### src/hdl/mcc_pkg.sv
// ----------------------------------------------------------------------------
// mcc_pkg: shared types and microcode tables
// Transaction structs, state struct, control signal bits and the per-opcode
// microcode step lookups of the microcoded CPU control unit.
// ----------------------------------------------------------------------------
package mcc_pkg;

  localparam int unsigned CW_W = 14;
  localparam logic [7:0] LOAD_LIMIT = 8'd255;

  localparam logic [CW_W-1:0] SIG_AOUT   = 14'h0001;
  localparam logic [CW_W-1:0] SIG_AIN    = 14'h0002;
  localparam logic [CW_W-1:0] SIG_BRIN   = 14'h0004;
  localparam logic [CW_W-1:0] SIG_MOUT   = 14'h0008;
  localparam logic [CW_W-1:0] SIG_MIN    = 14'h0010;
  localparam logic [CW_W-1:0] SIG_ARIN   = 14'h0020;
  localparam logic [CW_W-1:0] SIG_REOUT  = 14'h0040;
  localparam logic [CW_W-1:0] SIG_ALUSUB = 14'h0000;
  localparam logic [CW_W-1:0] SIG_ALUADD = 14'h0080;
  localparam logic [CW_W-1:0] SIG_PCOUT  = 14'h0100;
  localparam logic [CW_W-1:0] SIG_PCEN   = 14'h0200;
  localparam logic [CW_W-1:0] SIG_RST    = 14'h0400;
  localparam logic [CW_W-1:0] SIG_IRIN   = 14'h0800;
  localparam logic [CW_W-1:0] SIG_CDOUT  = 14'h1000;
  localparam logic [CW_W-1:0] SIG_OUTIN  = 14'h2000;

  typedef enum logic [3:0] {
    OP_LDI  = 4'd0,
    OP_LDM  = 4'd1,
    OP_ST   = 4'd2,
    OP_ADR  = 4'd3,
    OP_DIR  = 4'd4,
    OP_ADM  = 4'd5,
    OP_SBM  = 4'd6,
    OP_RST  = 4'd7,
    OP_HALT = 4'd8
  } opcode_t;

  typedef struct packed {
    logic       edge_kind;
    logic [7:0] instr_byte;
    logic [7:0] boot_data;
  } mcc_in_t;

  typedef struct packed {
    logic            word_valid;
    logic [CW_W-1:0] control_word;
    logic            data_valid;
    logic [7:0]      control_data;
    logic            pc_reset_pulse;
    logic            is_halted;
  } mcc_out_t;

  typedef struct packed {
    logic       phase_booting;
    logic       phase_resetting;
    logic       phase_fetching;
    logic       halt_flag;
    logic [1:0] step_count;
    logic [7:0] load_index;
    logic       b_edge_seen;
  } mcc_state_t;

  function automatic opcode_t op_decode(input logic [3:0] nib);
    opcode_t op;
    op = (nib > 4'd8) ? OP_HALT : opcode_t'(nib);
    return op;
  endfunction

  function automatic logic [CW_W-1:0] micro_word(input opcode_t op, input logic [1:0] sc);
    logic [CW_W-1:0] w;
    w = '0;
    unique case (op)
      OP_LDI: begin
        if (sc == 2'd0) w = SIG_PCOUT | SIG_ARIN;
        else if (sc == 2'd1) w = SIG_MOUT | SIG_PCEN;
      end
      OP_LDM: begin
        if (sc == 2'd0) w = SIG_PCOUT | SIG_ARIN;
        else if (sc == 2'd1) w = SIG_MOUT | SIG_ARIN | SIG_PCEN;
        else if (sc == 2'd2) w = SIG_MOUT;
      end
      OP_ST: begin
        if (sc == 2'd0) w = SIG_PCOUT | SIG_ARIN;
        else if (sc == 2'd1) w = SIG_MOUT | SIG_ARIN | SIG_PCEN;
        else if (sc == 2'd2) w = SIG_MIN;
      end
      OP_ADR: begin
        if (sc == 2'd0) w = SIG_ALUADD | SIG_REOUT;
      end
      OP_DIR: begin
        if (sc == 2'd0) w = SIG_ALUSUB | SIG_REOUT;
      end
      OP_ADM: begin
        if (sc == 2'd0) w = SIG_PCOUT | SIG_ARIN;
        else if (sc == 2'd1) w = SIG_MOUT | SIG_ARIN | SIG_PCEN;
        else if (sc == 2'd2) w = SIG_ALUADD | SIG_REOUT | SIG_MIN;
      end
      OP_SBM: begin
        if (sc == 2'd0) w = SIG_PCOUT | SIG_ARIN;
        else if (sc == 2'd1) w = SIG_MOUT | SIG_ARIN | SIG_PCEN;
        else if (sc == 2'd2) w = SIG_ALUSUB | SIG_REOUT | SIG_MIN;
      end
      OP_RST: begin
        if (sc == 2'd0) w = SIG_RST;
      end
      default: w = '0;
    endcase
    return w;
  endfunction

  function automatic logic [1:0] step_total(input opcode_t op);
    logic [1:0] n;
    unique case (op)
      OP_LDI:                       n = 2'd2;
      OP_LDM, OP_ST, OP_ADM, OP_SBM: n = 2'd3;
      default:                      n = 2'd1;
    endcase
    return n;
  endfunction

  function automatic logic [CW_W-1:0] reg_in_bits(input logic [3:0] rg);
    logic [CW_W-1:0] w;
    unique case (rg)
      4'd0:    w = SIG_OUTIN;
      4'd1:    w = SIG_AIN;
      4'd2:    w = SIG_BRIN;
      4'd4:    w = SIG_ARIN;
      default: w = '0;
    endcase
    return w;
  endfunction

  function automatic logic [CW_W-1:0] reg_out_bits(input logic [3:0] rg);
    logic [CW_W-1:0] w;
    unique case (rg)
      4'd1:    w = SIG_AOUT;
      4'd3:    w = SIG_REOUT;
      4'd5:    w = SIG_MOUT;
      default: w = '0;
    endcase
    return w;
  endfunction

endpackage

### src/hdl/microcoded_cpu_control_unit.sv
// ----------------------------------------------------------------------------
// microcoded_cpu_control_unit: control unit of a small 8-bit microcoded CPU
// Each input transaction is one clock A or B edge with the instruction byte
// and the boot byte. Each accepted transaction yields exactly one result
// transaction: control word, control data, program counter reset pulse and
// halt status, in order.
// The result is registered: out_valid rises in the cycle after input acceptance.
// Throughput: one transaction per cycle; phase and step state update at
// acceptance, and the result sits in an output register, so a new input is
// taken only while the output register is empty or is being drained in the
// same cycle.
// When out_ready is low with a result pending, in_ready drops and all state
// holds until the result is taken.
// Reset (rst_n low, synchronous): enter the memory load phase at load
// index 0, step 0, not halted, no B edge seen, output register empty.
// ----------------------------------------------------------------------------
module microcoded_cpu_control_unit (
  input  logic                clk,
  input  logic                rst_n,
  input  logic                in_valid,
  output logic                in_ready,
  input  mcc_pkg::mcc_in_t    in_data,
  output logic                out_valid,
  input  logic                out_ready,
  output mcc_pkg::mcc_out_t   out_data
);

  mcc_pkg::mcc_state_t state_r;
  mcc_pkg::mcc_state_t state_nxt;
  mcc_pkg::mcc_out_t   out_r;
  mcc_pkg::mcc_out_t   out_nxt;
  logic                out_valid_r;
  logic                take;

  assign in_ready  = !out_valid_r || out_ready;
  assign take      = in_valid && in_ready;
  assign out_valid = out_valid_r;
  assign out_data  = out_r;

  mcc_step u_step (
    .st     (state_r),
    .item   (in_data),
    .st_nxt (state_nxt),
    .res    (out_nxt)
  );

  always_ff @(posedge clk) begin
    if (!rst_n) begin
      state_r.phase_booting   <= 1'b1;
      state_r.phase_resetting <= 1'b1;
      state_r.phase_fetching  <= 1'b1;
      state_r.halt_flag       <= 1'b0;
      state_r.step_count      <= '0;
      state_r.load_index      <= '0;
      state_r.b_edge_seen     <= 1'b0;
      out_valid_r             <= 1'b0;
    end else begin
      if (take) begin
        state_r <= state_nxt;
      end
      if (take) begin
        out_valid_r <= 1'b1;
      end else if (out_ready) begin
        out_valid_r <= 1'b0;
      end
    end
  end

  always_ff @(posedge clk) begin
    if (take) begin
      out_r <= out_nxt;
    end
  end

endmodule

### src/hdl/mcc_step.sv
// ----------------------------------------------------------------------------
// mcc_step: per-edge control logic
// Computes the result and the next phase/step state for one clock edge.
// ----------------------------------------------------------------------------
module mcc_step (
  input  mcc_pkg::mcc_state_t st,
  input  mcc_pkg::mcc_in_t    item,
  output mcc_pkg::mcc_state_t st_nxt,
  output mcc_pkg::mcc_out_t   res
);

  mcc_pkg::opcode_t          op;
  logic [3:0]                rg;
  logic [mcc_pkg::CW_W-1:0]  tab_w;
  logic [mcc_pkg::CW_W-1:0]  ex_w;
  logic [2:0]                sc_inc;
  logic [1:0]                sc_wrap;
  logic                      b_edge;
  logic                      run_edge;

  assign op      = mcc_pkg::op_decode(item.instr_byte[7:4]);
  assign rg      = item.instr_byte[3:0];
  assign tab_w   = mcc_pkg::micro_word(op, st.step_count);
  assign sc_inc  = {1'b0, st.step_count} + 3'd1;
  assign sc_wrap = sc_inc[1:0];
  assign b_edge  = item.edge_kind;
  assign run_edge = b_edge || st.b_edge_seen;

  always_comb begin
    ex_w = tab_w;
    if (st.step_count == 2'd0 && (op == mcc_pkg::OP_ADR || op == mcc_pkg::OP_DIR)) begin
      ex_w = tab_w | mcc_pkg::reg_in_bits(rg);
    end else if (st.step_count == 2'd1 && op == mcc_pkg::OP_LDI) begin
      ex_w = tab_w | mcc_pkg::reg_in_bits(rg);
    end else if (st.step_count == 2'd2 && op == mcc_pkg::OP_LDM) begin
      ex_w = tab_w | mcc_pkg::reg_in_bits(rg);
    end else if (st.step_count == 2'd2 && op == mcc_pkg::OP_ST) begin
      ex_w = tab_w | mcc_pkg::reg_out_bits(rg);
    end
  end

  always_comb begin
    st_nxt = st;
    res    = '0;
    st_nxt.b_edge_seen = b_edge;
    if (run_edge) begin
      priority if (st.phase_booting) begin
        if (b_edge) begin
          if (st.step_count == 2'd0) begin
            res.data_valid   = 1'b1;
            res.control_data = st.load_index;
            res.word_valid   = 1'b1;
            res.control_word = mcc_pkg::SIG_CDOUT | mcc_pkg::SIG_ARIN;
          end else if (st.step_count == 2'd1) begin
            res.data_valid    = 1'b1;
            res.control_data  = item.boot_data;
            res.word_valid    = 1'b1;
            res.control_word  = mcc_pkg::SIG_CDOUT | mcc_pkg::SIG_MIN;
            st_nxt.load_index = st.load_index + 8'd1;
          end
        end else begin
          res.word_valid    = 1'b1;
          st_nxt.step_count = (sc_wrap >= 2'd2) ? 2'd0 : sc_wrap;
          if (st.load_index >= mcc_pkg::LOAD_LIMIT) begin
            st_nxt.load_index      = '0;
            st_nxt.step_count      = '0;
            st_nxt.phase_booting   = 1'b0;
            st_nxt.phase_resetting = 1'b1;
          end
        end
      end else if (st.phase_resetting) begin
        if (b_edge) begin
          res.pc_reset_pulse = 1'b1;
        end else begin
          st_nxt.phase_resetting = 1'b0;
          st_nxt.halt_flag       = 1'b0;
          st_nxt.phase_fetching  = 1'b1;
        end
      end else if (st.halt_flag) begin
        res.word_valid = 1'b1;
      end else if (st.phase_fetching) begin
        if (b_edge) begin
          if (st.step_count == 2'd0) begin
            res.word_valid   = 1'b1;
            res.control_word = mcc_pkg::SIG_PCOUT | mcc_pkg::SIG_ARIN;
          end else if (st.step_count == 2'd1) begin
            res.word_valid   = 1'b1;
            res.control_word = mcc_pkg::SIG_MOUT | mcc_pkg::SIG_IRIN | mcc_pkg::SIG_PCEN;
          end
        end else begin
          res.word_valid    = 1'b1;
          st_nxt.step_count = sc_wrap;
          if (sc_wrap == 2'd2) begin
            st_nxt.step_count     = '0;
            st_nxt.phase_fetching = 1'b0;
          end
        end
      end else begin
        if (b_edge) begin
          res.word_valid   = 1'b1;
          res.control_word = ex_w;
        end else if (sc_inc == {1'b0, mcc_pkg::step_total(op)}) begin
          st_nxt.step_count     = '0;
          st_nxt.phase_fetching = 1'b1;
          if (op == mcc_pkg::OP_HALT) st_nxt.halt_flag = 1'b1;
        end else begin
          res.word_valid    = 1'b1;
          st_nxt.step_count = sc_wrap;
        end
      end
    end
    res.is_halted = st_nxt.halt_flag;
  end

endmodule
### config.mk
export PLATFORM = sky130hd
export DESIGN_NAME = microcoded_cpu_control_unit
export DESIGN_NICKNAME = d
export VERILOG_FILES = /design/src/hdl/mcc_pkg.sv /design/src/hdl/microcoded_cpu_control_unit.sv /design/src/hdl/mcc_step.sv
export SDC_FILE = /design/constraint.sdc
export NUM_CORES = 1
export LEC_CHECK = 0
export BUFFER_PORTS_ARGS = -buffer_cell sky130_fd_sc_hd__buf_4
export CELL_PAD_IN_SITES_DETAIL_PLACEMENT = 1
export CELL_PAD_IN_SITES_GLOBAL_PLACEMENT = 1
export CORE_MARGIN = 8
export CORE_UTILIZATION = 44
export DETAILED_ROUTE_END_ITERATION = 12
export GPL_ROUTABILITY_DRIVEN = 0
export PLACE_DENSITY = 0.82
export SLEW_MARGIN = 15
export SYNTH_ARGS = -nofsm -noshare
export SYNTH_HDL_FRONTEND = slang
export SYNTH_SLANG_ARGS = --single-unit
### constraint.sdc
create_clock -name clk -period 3.16 [get_ports clk]
set_input_delay 0.632 -clock clk [delete_from_list [all_inputs] [get_ports clk]]
set_output_delay 0.632 -clock clk [all_outputs]
set_load 0.01 [all_outputs]
==> run_results.csv, run 1 <==
group,metric,value,unit
status,outcome,"finished, final reports clean",
global_routing,antenna_found_initial,0,
yosys,synth_area_leader_cell,"edfxtp_1",
timing,rsz0062_at_grt,"false",
detailed_routing,ant_nets,0,
timing,maxSlewViolCount,0,
cts,clock_path_buffers,2,
pwr,leakage,1.04,nW
detailed_routing,wl,6.52,mm
final_layout,antennaDiodeCount,0,
pwr,p_per_area,417,mW/mm2
placed_design,port_buffers,48,
yosys,synth-seq-cells,41,
cts,holdBufCountCts,0,
timing,fin_ws,0.685,ns
setup_path,critPathKind,"flip-flop to flip-flop",
detailed_routing,drt_pass1_iterations,4,
floorplanning,row_count,26,
timing,fmax,404,MHz
worst_hold_path,hp-class,"flip-flop to flip-flop",
pwr,p_switching,0.000273,W
floorplanning,io_pins,49,
timing,hold_viol,0,
setup_path,crit_path_start_kind,"flip-flop",
setup_path,r2r_cells,6,
cts,clock_sinks,41,
setup_path,worstPathArrival,2.70,ns
cts,cts-htree-levels,2,
yosys,synth_nets,279,
floorplanning,die_h,88.6,um
floorplanning,core,0.00511,mm2
final_layout,area_growth,20.9,%
global_routing,grt_pass1_wl,10.7,mm
cts,postCtsSetupBuffers,0,
pwr,clkPwrFrac,0.386,
timing,tns,0,ns
timing,period_share,0.783,
detailed_routing,drt_iter0_markers,186,
global_routing,grt_overflow,0,
final_layout,drive_gt1_frac,0.203,
timing,worst_pin_slew,1.04,ns
yosys,yosysUniqueCellTypes,51,
floorplanning,start_util,0.454,
yosys,postSynth.asyncResetShare,0,
detailed_routing,drcViolationCount,0,
yosys,ys_seq_area_frac,0.462,
global_routing,first_global_vias,2148,
final_layout,fin_nets,317,
detailed_routing,routedWlPerCell,18.0,um
yosys,synth_warnings,0,
pwr,power.share.sequential,0.506,
placed_design,dp_slack,0.710,ns
yosys,netlist_area,0.00232,mm2
setup_path,cp.required,3.39,ns
pwr,vdd_drop_max,199,uV
detailed_routing,viasPerCell,5.94,
pwr,p_int,0.000895,W
yosys,synth_top_area_share,0.324,
timing,setup_violations,0,
final_layout,layout_common_cells,"48 x buf_4, 34 x nor2_1, 25 x edfxtp_1",
cts,clock_latency,0.30,ns
detailed_routing,vias,2146,
yosys,synth_edf_count,25,
placed_design,placed_area,0.00268,mm2
cts,ctsResizeCount,0,
setup_path,path_max_fanout,19,
yosys,synth_ff_type,"edfxtp_1",
cts,numCtsBuffers,5,
pwr,p_comb_frac,0.109,
timing,slew_headroom,0.305,
yosys,syn_inst,252,
yosys,avgSynthCellArea,9.20,um2
setup_path,worst_setup_path_end_kind,"flip-flop",
yosys,synth_area_leaders,"edfxtp_1 32%, dfxtp_1 14%, nor2_1 5.5%",
cts,clockRootBuffer,"clkbuf_8",
floorplanning,die_w,88.6,um
worst_hold_path,min_path_cells,2,
placed_design,dpl.hpwl,4.79,mm
pwr,switching_share,0.233,
job,drv_cap,0,
cts,clkSlewWorstSetupHoldPaths,0.09,ns
final_layout,layout_commonest_cell,"buf_4",
timing,hold_ws,0.517,ns
timing,period_minus_slack,2.47,ns
global_routing,grt_start_max_net_pins,29,
floorplanning,fp.dieArea,0.00784,mm2
global_routing,grt_use_total,0.172,
final_layout,postLayoutCellArea,0.00280,mm2
cts,tritoncts,"built",
timing,finClkSkew,0.00898,ns
[power by group through the flow]
stage / registers (W) / logic [W] / clock network [W]
finish: 0.000591 / 0.000127 / 0.000450
CTS: 0.000591 / 0.000128 / 0.000457
floorplan: 0.000610 / 0.0000564 / 0
detailed placement: 0.000603 / 0.000127 / 0
global route: 0.000593 / 0.000138 / 0.000472
global placement: 0.000602 / 0.000124 / 0
[kinds of logic (layout without fill, tap and decap cells)]
logic type	count (synthesis)	after routing	share of synthesized area
simple gates	112	112	0.252
mux	3	3	0.0135
fa+ha+maj	6	6	0.0324
buf+inv	27	66	0.0524
xor+xnor	2	2	0.00756
compound gates	61	61	0.180
flops	41	41	0.462
[synthesized netlist by cell type (all sizes together), types with 2 or more instances]
library cell / n
nand3: 13
xor2: 2
o21ai: 15
ha: 6
clkbuf: 7
a21oi: 10
nor3b: 6
a41oi: 2
nand4: 5
a31oi: 4
mux2i: 2
nor2b: 6
nand2b: 4
buf: 10
a22o: 3
o41ai: 2
o31ai: 3
or3: 4
nor2: 34
nand2: 17
and4: 2
nor4: 6
inv: 10
edfxtp: 25
dfxtp: 16
a22oi: 8
a21boi: 3
a32o: 2
nor3: 7
or4: 4
[routing by layer]
metal,global-route usage,share of wire,vias up
li1,-,-,1017
met2,0.263,0.44,61
met4,0.0492,0.0097,0
met3,0.0455,0.070,8
met5,0,0,-
met1,0.231,0.48,1060
[flip-flops by register name, summed over array words and instances, names as in the netlist]
name / flops
out_valid: 1
out_data: 25
state_r: 15
[critical path: stages (launching register included)]
cell,delay [ns]
dfxtp_1,0.52
inv_1,0.14
ha_1,0.49
nor4_4,0.46
a21oi_2,0.15
or4_1,0.48
a21oi_1,0.16
[stage by stage]
stage,util,total power (W),cells
after floorplan,-,0.000667,252
after global placement,0.525,0.000726,353
after detailed placement,0.525,0.000730,353
after CTS,0.549,0.00118,361
after global routing,0.549,0.00120,361
final,0.549,0.00117,361
[worst paths after layout]
path / from / end / slack [ns]
worst max-delay path: state_r[9]$_SDFFE_PN0P_ / state_r[6]$_SDFFE_PN0P_ / 0.69
worst max register to register: state_r[9]$_SDFFE_PN0P_ / state_r[6]$_SDFFE_PN0P_ / 0.69
worst min-delay path: state_r[6]$_SDFFE_PN0P_ / state_r[6]$_SDFFE_PN0P_ / 0.52
worst min register to register: state_r[6]$_SDFFE_PN0P_ / state_r[6]$_SDFFE_PN0P_ / 0.52
[cell type report]
cell class,count,area (um2)
tap,70,87.6
fill,608,2310
clock buffer,6,82.6
timing repair buffer,48,360
clock inverter,2,37.5
multi-input combinational,184,1120
sequential,41,1070
inverter,10,37.5
Note: power is estimated with default switching activity, not from simulation.
==> run 2, diff against run 1 <==
--- a/config.mk
+++ b/config.mk
@@ -5,14 +5,15 @@
 export SDC_FILE = /design/constraint.sdc
 export NUM_CORES = 1
 export LEC_CHECK = 0
+export ABC_AREA = 1
 export BUFFER_PORTS_ARGS = -buffer_cell sky130_fd_sc_hd__buf_4
 export CELL_PAD_IN_SITES_DETAIL_PLACEMENT = 1
 export CELL_PAD_IN_SITES_GLOBAL_PLACEMENT = 1
 export CORE_MARGIN = 8
-export CORE_UTILIZATION = 44
+export CORE_UTILIZATION = 39
 export DETAILED_ROUTE_END_ITERATION = 12
 export GPL_ROUTABILITY_DRIVEN = 0
-export PLACE_DENSITY = 0.82
+export PLACE_DENSITY = 0.77
 export SLEW_MARGIN = 15
 export SYNTH_ARGS = -nofsm -noshare
 export SYNTH_HDL_FRONTEND = slang
==> constraint.sdc (replaced) <==
create_clock -name clk -period 2.5 [get_ports clk]
set_input_delay 0.5 -clock clk [delete_from_list [all_inputs] [get_ports clk]]
set_output_delay 0.5 -clock clk [all_outputs]
set_load 0.01 [all_outputs]
==> run_results.csv, run 2 <==
group,metric,value,unit
yosys,yosysUniqueCellTypes,34,
yosys,synth_most_common_cell,"nand2_1",
final_layout,drive_gt1_frac,0.187,
timing,worst_pin_slew,0.472,ns
pwr,p_per_area,530,mW/mm2
yosys,synth_nets,322,
setup_path,worstPathArrival,2.20,ns
yosys,syn_inst,295,
yosys,synth-compound-area-share,0.135,
timing,period_minus_slack,2.08,ns
global_routing,grt_overflow,0,
final_layout,postLayoutCellArea,0.00284,mm2
global_routing,antenna_found_initial,0,
timing,maxSlewViolCount,0,
global_routing,grt_pass1_wl,11.0,mm
setup_path,critPathKind,"flip-flop to flip-flop",
floorplanning,die_w,92.5,um
yosys,synth_commonest_cells,"72 x nand2_1, 34 x inv_1, 33 x nor2_1",
cts,clock_sinks,41,
yosys,netlist_area,0.00228,mm2
pwr,power.share.sequential,0.503,
detailed_routing,vias,2164,
yosys,synth_area_leaders,"edfxtp_1 33%, dfxtp_1 14%, nand2_1 12%",
cts,clock_latency,0.30,ns
cts,clockRootBuffer,"clkbuf_8",
timing,fmax,482,MHz
yosys,synth_adder_area_share,0.0329,
cts,holdBufCountCts,0,
placed_design,port_buffers,48,
final_layout,layout_common_cells,"72 x nand2_1, 49 x buf_4, 34 x inv_1",
detailed_routing,wl,6.40,mm
placed_design,placed_area,0.00272,mm2
timing,slew_headroom,0.684,
yosys,synth_top_family_by_area,"simple AND/OR/NAND/NOR gates",
yosys,muxShareOfSynthArea,0,
timing,period_share,0.830,
detailed_routing,routedWlPerCell,15.1,um
cts,clkSlewWorstSetupHoldPaths,0.08,ns
floorplanning,core,0.00578,mm2
yosys,synth_warnings,0,
setup_path,path_max_fanout,14,
worst_hold_path,hp-class,"primary input to flip-flop",
timing,setup_violations,0,
cts,tritoncts,"built",
yosys,avgSynthCellArea,7.74,um2
setup_path,crit_path_start_kind,"flip-flop",
global_routing,grt_start_max_net_pins,25,
detailed_routing,drt_iter0_markers,109,
pwr,p_switching,0.000379,W
global_routing,first_global_vias,2281,
pwr,leakage,1.23,nW
pwr,p_comb_frac,0.140,
detailed_routing,ant_nets,0,
detailed_routing,drcViolationCount,0,
cts,numCtsBuffers,5,
setup_path,worst_setup_path_end_kind,"flip-flop",
yosys,synth_ff_type,"edfxtp_1",
timing,rsz0062_at_grt,"false",
floorplanning,fp.dieArea,0.00856,mm2
status,outcome,"finished, final reports clean",
final_layout,n_fill_cell,751,
yosys,synth-seq-cells,41,
yosys,postSynth.asyncResetShare,0,
final_layout,fin_nets,374,
cts,postCtsSetupBuffers,0,
yosys,synth_xor_area_frac,0.0154,
floorplanning,die_h,92.5,um
yosys,synthSimpleGateAreaFrac,0.274,
cts,clock_path_buffers,2,
pwr,vdd_drop_max,262,uV
floorplanning,io_pins,49,
setup_path,cp.required,2.63,ns
yosys,synth_area_leader_cell,"edfxtp_1",
placed_design,dpl.hpwl,5.05,mm
cts,cts-htree-levels,2,
global_routing,grt_use_total,0.156,
floorplanning,row_count,28,
job,drv_cap,0,
final_layout,layout_commonest_cell,"nand2_1",
timing,finClkSkew,0.00753,ns
timing,tns,0,ns
yosys,ys_seq_area_frac,0.469,
final_layout,area_growth,24.4,%
timing,hold_viol,0,
detailed_routing,drt_pass1_iterations,4,
pwr,switching_share,0.252,
detailed_routing,viasPerCell,5.12,
yosys,synth_top_area_share,0.329,
yosys,synth_edf_count,25,
cts,ctsResizeCount,0,
floorplanning,start_util,0.395,
pwr,p_int,0.00113,W
final_layout,antennaDiodeCount,0,
final_layout,largest_reg_flops,25,
pwr,clkPwrFrac,0.357,
run 2: final cells by class:
cell class              instances  area [um2]  area share
flip-flops and latches         41        1070       0.377
multi-input cells             211        1040       0.368
repair buffers                 49         368       0.130
inverters                      39         148      0.0520
well taps                      75        93.8      0.0331
clock buffers                   5        68.8      0.0242
clock inverters                 3        46.3      0.0163
run 2: power groups by stage:
stage / Combinational [W] / Clock [W] / Sequential [W]
6_report: 0.000211 / 0.000537 / 0.000756
5_1_grt: 0.000239 / 0.000575 / 0.000760
4_1_cts: 0.000214 / 0.000552 / 0.000757
3_5_place_dp: 0.000213 / 0 / 0.000772
3_3_place_gp: 0.000209 / 0 / 0.000771
2_1_floorplan: 0.0000998 / 0 / 0.000783
run 2: final timing paths:
kind	depth (start not counted)	end	from	slack (ns)
max	9	out_data[24]$_SDFFCE_PP0P_	state_r[9]$_SDFFE_PN0P_	0.42
min	2	out_data[12]$_SDFFCE_PP0P_	in_data[9]	0.49
max reg2reg	9	out_data[24]$_SDFFCE_PP0P_	state_r[9]$_SDFFE_PN0P_	0.42
min reg2reg	2	state_r[3]$_SDFFE_PN0P_	state_r[3]$_SDFFE_PN0P_	0.52
run 2: worst max-delay path: stages (launching register included):
cell and delay [ns]:
dfxtp_1 0.35, inv_1 0.18, ha_1 0.48, nand4_1 0.18, o21ai_1 0.14, inv_1 0.06
nand2_1 0.08, nor2_1 0.07, or2_1 0.22, nor3_1 0.15
run 2: routing by layer:
layer  routed length (um)  share of wire  global-route usage  vias to the layer above
li1                     -              -                   -                     1094
met1                 2950           0.46               0.195                     1016
met2                 3040           0.48               0.262                       48
met3                  349          0.055              0.0437                        6
met4                   53         0.0083              0.0336                        0
met5                    0              0                   0                        -
run 2: logic make-up after synthesis:
logic type	Yosys count
AND/OR/NAND/NOR	146
AO/OA/AOI/OAI	55
buffers and inverters	43
flip-flops	41
adder cells (fa/ha/maj)	6
XOR/XNOR	4
run 2: metrics by stage:
stage / hold slack [ns] / setup WS [ns] / util / std cells / total power, W
after floorplan: 0.473 / 0.800 / - / 295 / 0.000883
final: 0.493 / 0.424 / 0.491 / 423 / 0.00150
after detailed placement: 0.513 / 0.404 / 0.471 / 415 / 0.000985
after CTS: 0.483 / 0.371 / 0.491 / 423 / 0.00152
after global placement: 0.513 / 0.480 / 0.471 / 415 / 0.000980
after global routing: 0.495 / 0.0792 / 0.491 / 423 / 0.00157
==> run 3, diff against run 2 <==
--- a/config.mk
+++ b/config.mk
@@ -10,10 +10,10 @@
 export CELL_PAD_IN_SITES_DETAIL_PLACEMENT = 1
 export CELL_PAD_IN_SITES_GLOBAL_PLACEMENT = 1
 export CORE_MARGIN = 8
-export CORE_UTILIZATION = 39
+export CORE_UTILIZATION = 35
 export DETAILED_ROUTE_END_ITERATION = 12
 export GPL_ROUTABILITY_DRIVEN = 0
-export PLACE_DENSITY = 0.77
+export PLACE_DENSITY = 0.73
 export SLEW_MARGIN = 15
 export SYNTH_ARGS = -nofsm -noshare
 export SYNTH_HDL_FRONTEND = slang
==> constraint.sdc (replaced) <==
create_clock -name clk -period 1.7 [get_ports clk]
set_input_delay 0.34 -clock clk [delete_from_list [all_inputs] [get_ports clk]]
set_output_delay 0.34 -clock clk [all_outputs]
set_load 0.01 [all_outputs]
==> run_results.csv, run 3 (same netlist as run 2, synthesis figures left out) <==
group,metric,value,unit
timing,fmax,624,MHz
timing,slew_headroom,0.751,
final_layout,layout_commonest_cell,"buf_4",
global_routing,grt_pass1_wl,12.0,mm
placed_design,placed_cells,449,
setup_path,cp.required,1.89,ns
setup_path,worstPathCellList,"ha_4 -> nand3_4 -> nor4_4 -> buf_4 -> buf_4 -> a21oi_2 -> o21ai_0 -> a21oi_1",
placed_design,port_buffers,48,
cts,clockRootBuffer,"clkbuf_8",
floorplanning,die_w,96.8,um
final_layout,fin_nets,409,
setup_path,slowest_stage,"dfxtp_2",
cts,clkSlewWorstSetupHoldPaths,0.09,ns
final_layout,drive_gt1_frac,0.303,
timing,rsz0062_at_grt,"false",
timing,period_share,0.943,
final_layout,instances_no_fill,460,
cts,clock_sinks,41,
detailed_routing,vias,2341,
final_layout,area_growth,39.7,%
cts,clock_latency,0.30,ns
floorplanning,core,0.00631,mm2
pwr,vdd_drop_max,372,uV
detailed_routing,drt_pass1_iterations,4,
timing,worst_pin_slew,0.371,ns
timing,finClkSkew,0.00779,ns
floorplanning,start_util,0.361,
setup_path,cp_common_cell,"buf_4",
detailed_routing,viasPerCell,5.09,
detailed_routing,ant_nets,0,
pwr,leakage,1.41,nW
cts,numCtsBuffers,5,
final_layout,largest_reg_flops,25,
placed_design,dpl.hpwl,5.64,mm
global_routing,antenna_found_initial,0,
setup_path,worst_setup_path_end_kind,"flip-flop",
timing,hold_viol,0,
floorplanning,io_pins,49,
floorplanning,row_count,29,
cts,cts-htree-levels,2,
setup_path,path_buf_inv,2,
global_routing,grt_use_total,0.151,
setup_path,crit_path_start_kind,"flip-flop",
timing,period_minus_slack,1.60,ns
setup_path,max_stage_delay,0.36,ns
setup_path,critPathKind,"flip-flop to flip-flop",
final_layout,antennaDiodeCount,0,
floorplanning,die_h,96.8,um
timing,maxSlewViolCount,0,
timing,setup_violations,0,
timing,tns,0,ns
cts,tritoncts,"built",
timing,hold_ws,0.334,ns
setup_path,worstPathArrival,1.79,ns
detailed_routing,wl,7.33,mm
floorplanning,fp.dieArea,0.00936,mm2
detailed_routing,drt_iter0_markers,120,
global_routing,first_global_vias,2469,
setup_path,path_max_fanout,3,
job,drv_cap,0,
status,outcome,"finished, final reports clean",
setup_path,cpLargestDelayFamily,"simple AND/OR/NAND/NOR gates",
cts,clock_path_buffers,2,
global_routing,grt_overflow,0,
pwr,p_per_area,671,mW/mm2
detailed_routing,drcViolationCount,0,
worst_hold_path,hp-class,"primary input to flip-flop",
detailed_routing,routedWlPerCell,15.9,um
global_routing,grt_start_max_net_pins,27,
final_layout,layout_common_cells,"82 x buf_4, 72 x nand2_1, 33 x inv_1",
-- run 3: cell types whose count changed in the layout (fill, tap and decap cells not counted), sizes merged --
cell	before	now
buf	49	83
bufinv	1	0
clkinv	3	5
-- run 3: final timing paths --
path | slack, ns | cells after the start | end | from
worst min register to register | 0.53 | 2 | state_r[0]$_SDFFE_PN0P_ | state_r[0]$_SDFFE_PN0P_
worst max-delay path | 0.1 | 8 | state_r[3]$_SDFFE_PN0P_ | state_r[1]$_SDFFE_PN0P_
worst min-delay path | 0.33 | 3 | state_r[1]$_SDFFE_PN0P_ | rst_n
worst max register to register | 0.1 | 8 | state_r[3]$_SDFFE_PN0P_ | state_r[1]$_SDFFE_PN0P_
-- run 3: cell type report --
class	instances	area, um2
Timing Repair inverter	1	5.00
Clock inverter	3	17.5
Timing Repair Buffer	83	636
Tap cell	77	96.3
Multi-Input combinational cell	211	1140
Clock buffer	5	68.8
Sequential cell	41	1070
Fill cell	809	3120
Inverter	39	148
-- run 3: through the flow --
stage	power, W	cell area (um2)	utilization	setup slack [ns]
final	0.00214	3190	0.505	0.0975
after global routing	0.00223	3190	0.505	0.00723
after CTS	0.00214	3080	0.488	0.00234
after detailed placement	0.00150	2980	0.472	-0.0571
after global placement	0.00148	2980	0.472	-0.00282
after floorplan	0.00130	2280	-	0.115
-- run 3: report_power, final --
group          internal, W  switching, W  total [W]
registers          0.00110     0.0000157    0.00111
logic             0.000165      0.000217   0.000383
clock network     0.000284      0.000364   0.000648
total              0.00154      0.000597    0.00214
-- run 3: timing repair --
item	4_1_cts	5_1_grt
endpoints found under the hold margin	0	0
pin swaps	1	2
setup endpoints to repair	10	25
gates resized for setup	3	23
buffers inserted	1	1
cloned	1	0
hold buffers	0	0
-- run 3: worst min-delay path, stage by stage --
cell and delay [ns]:
buf_4 0.12, o211ai_1 0.09, inv_1 0.05
-- run 3: layer usage --
layer / part of all wire / vias up / global-route usage
met5: 0 / - / 0
met4: 0.0059 / 0 / 0.0296
met3: 0.047 / 4 / 0.0341
met2: 0.49 / 57 / 0.255
met1: 0.45 / 1111 / 0.193
li1: - / 1169 / -
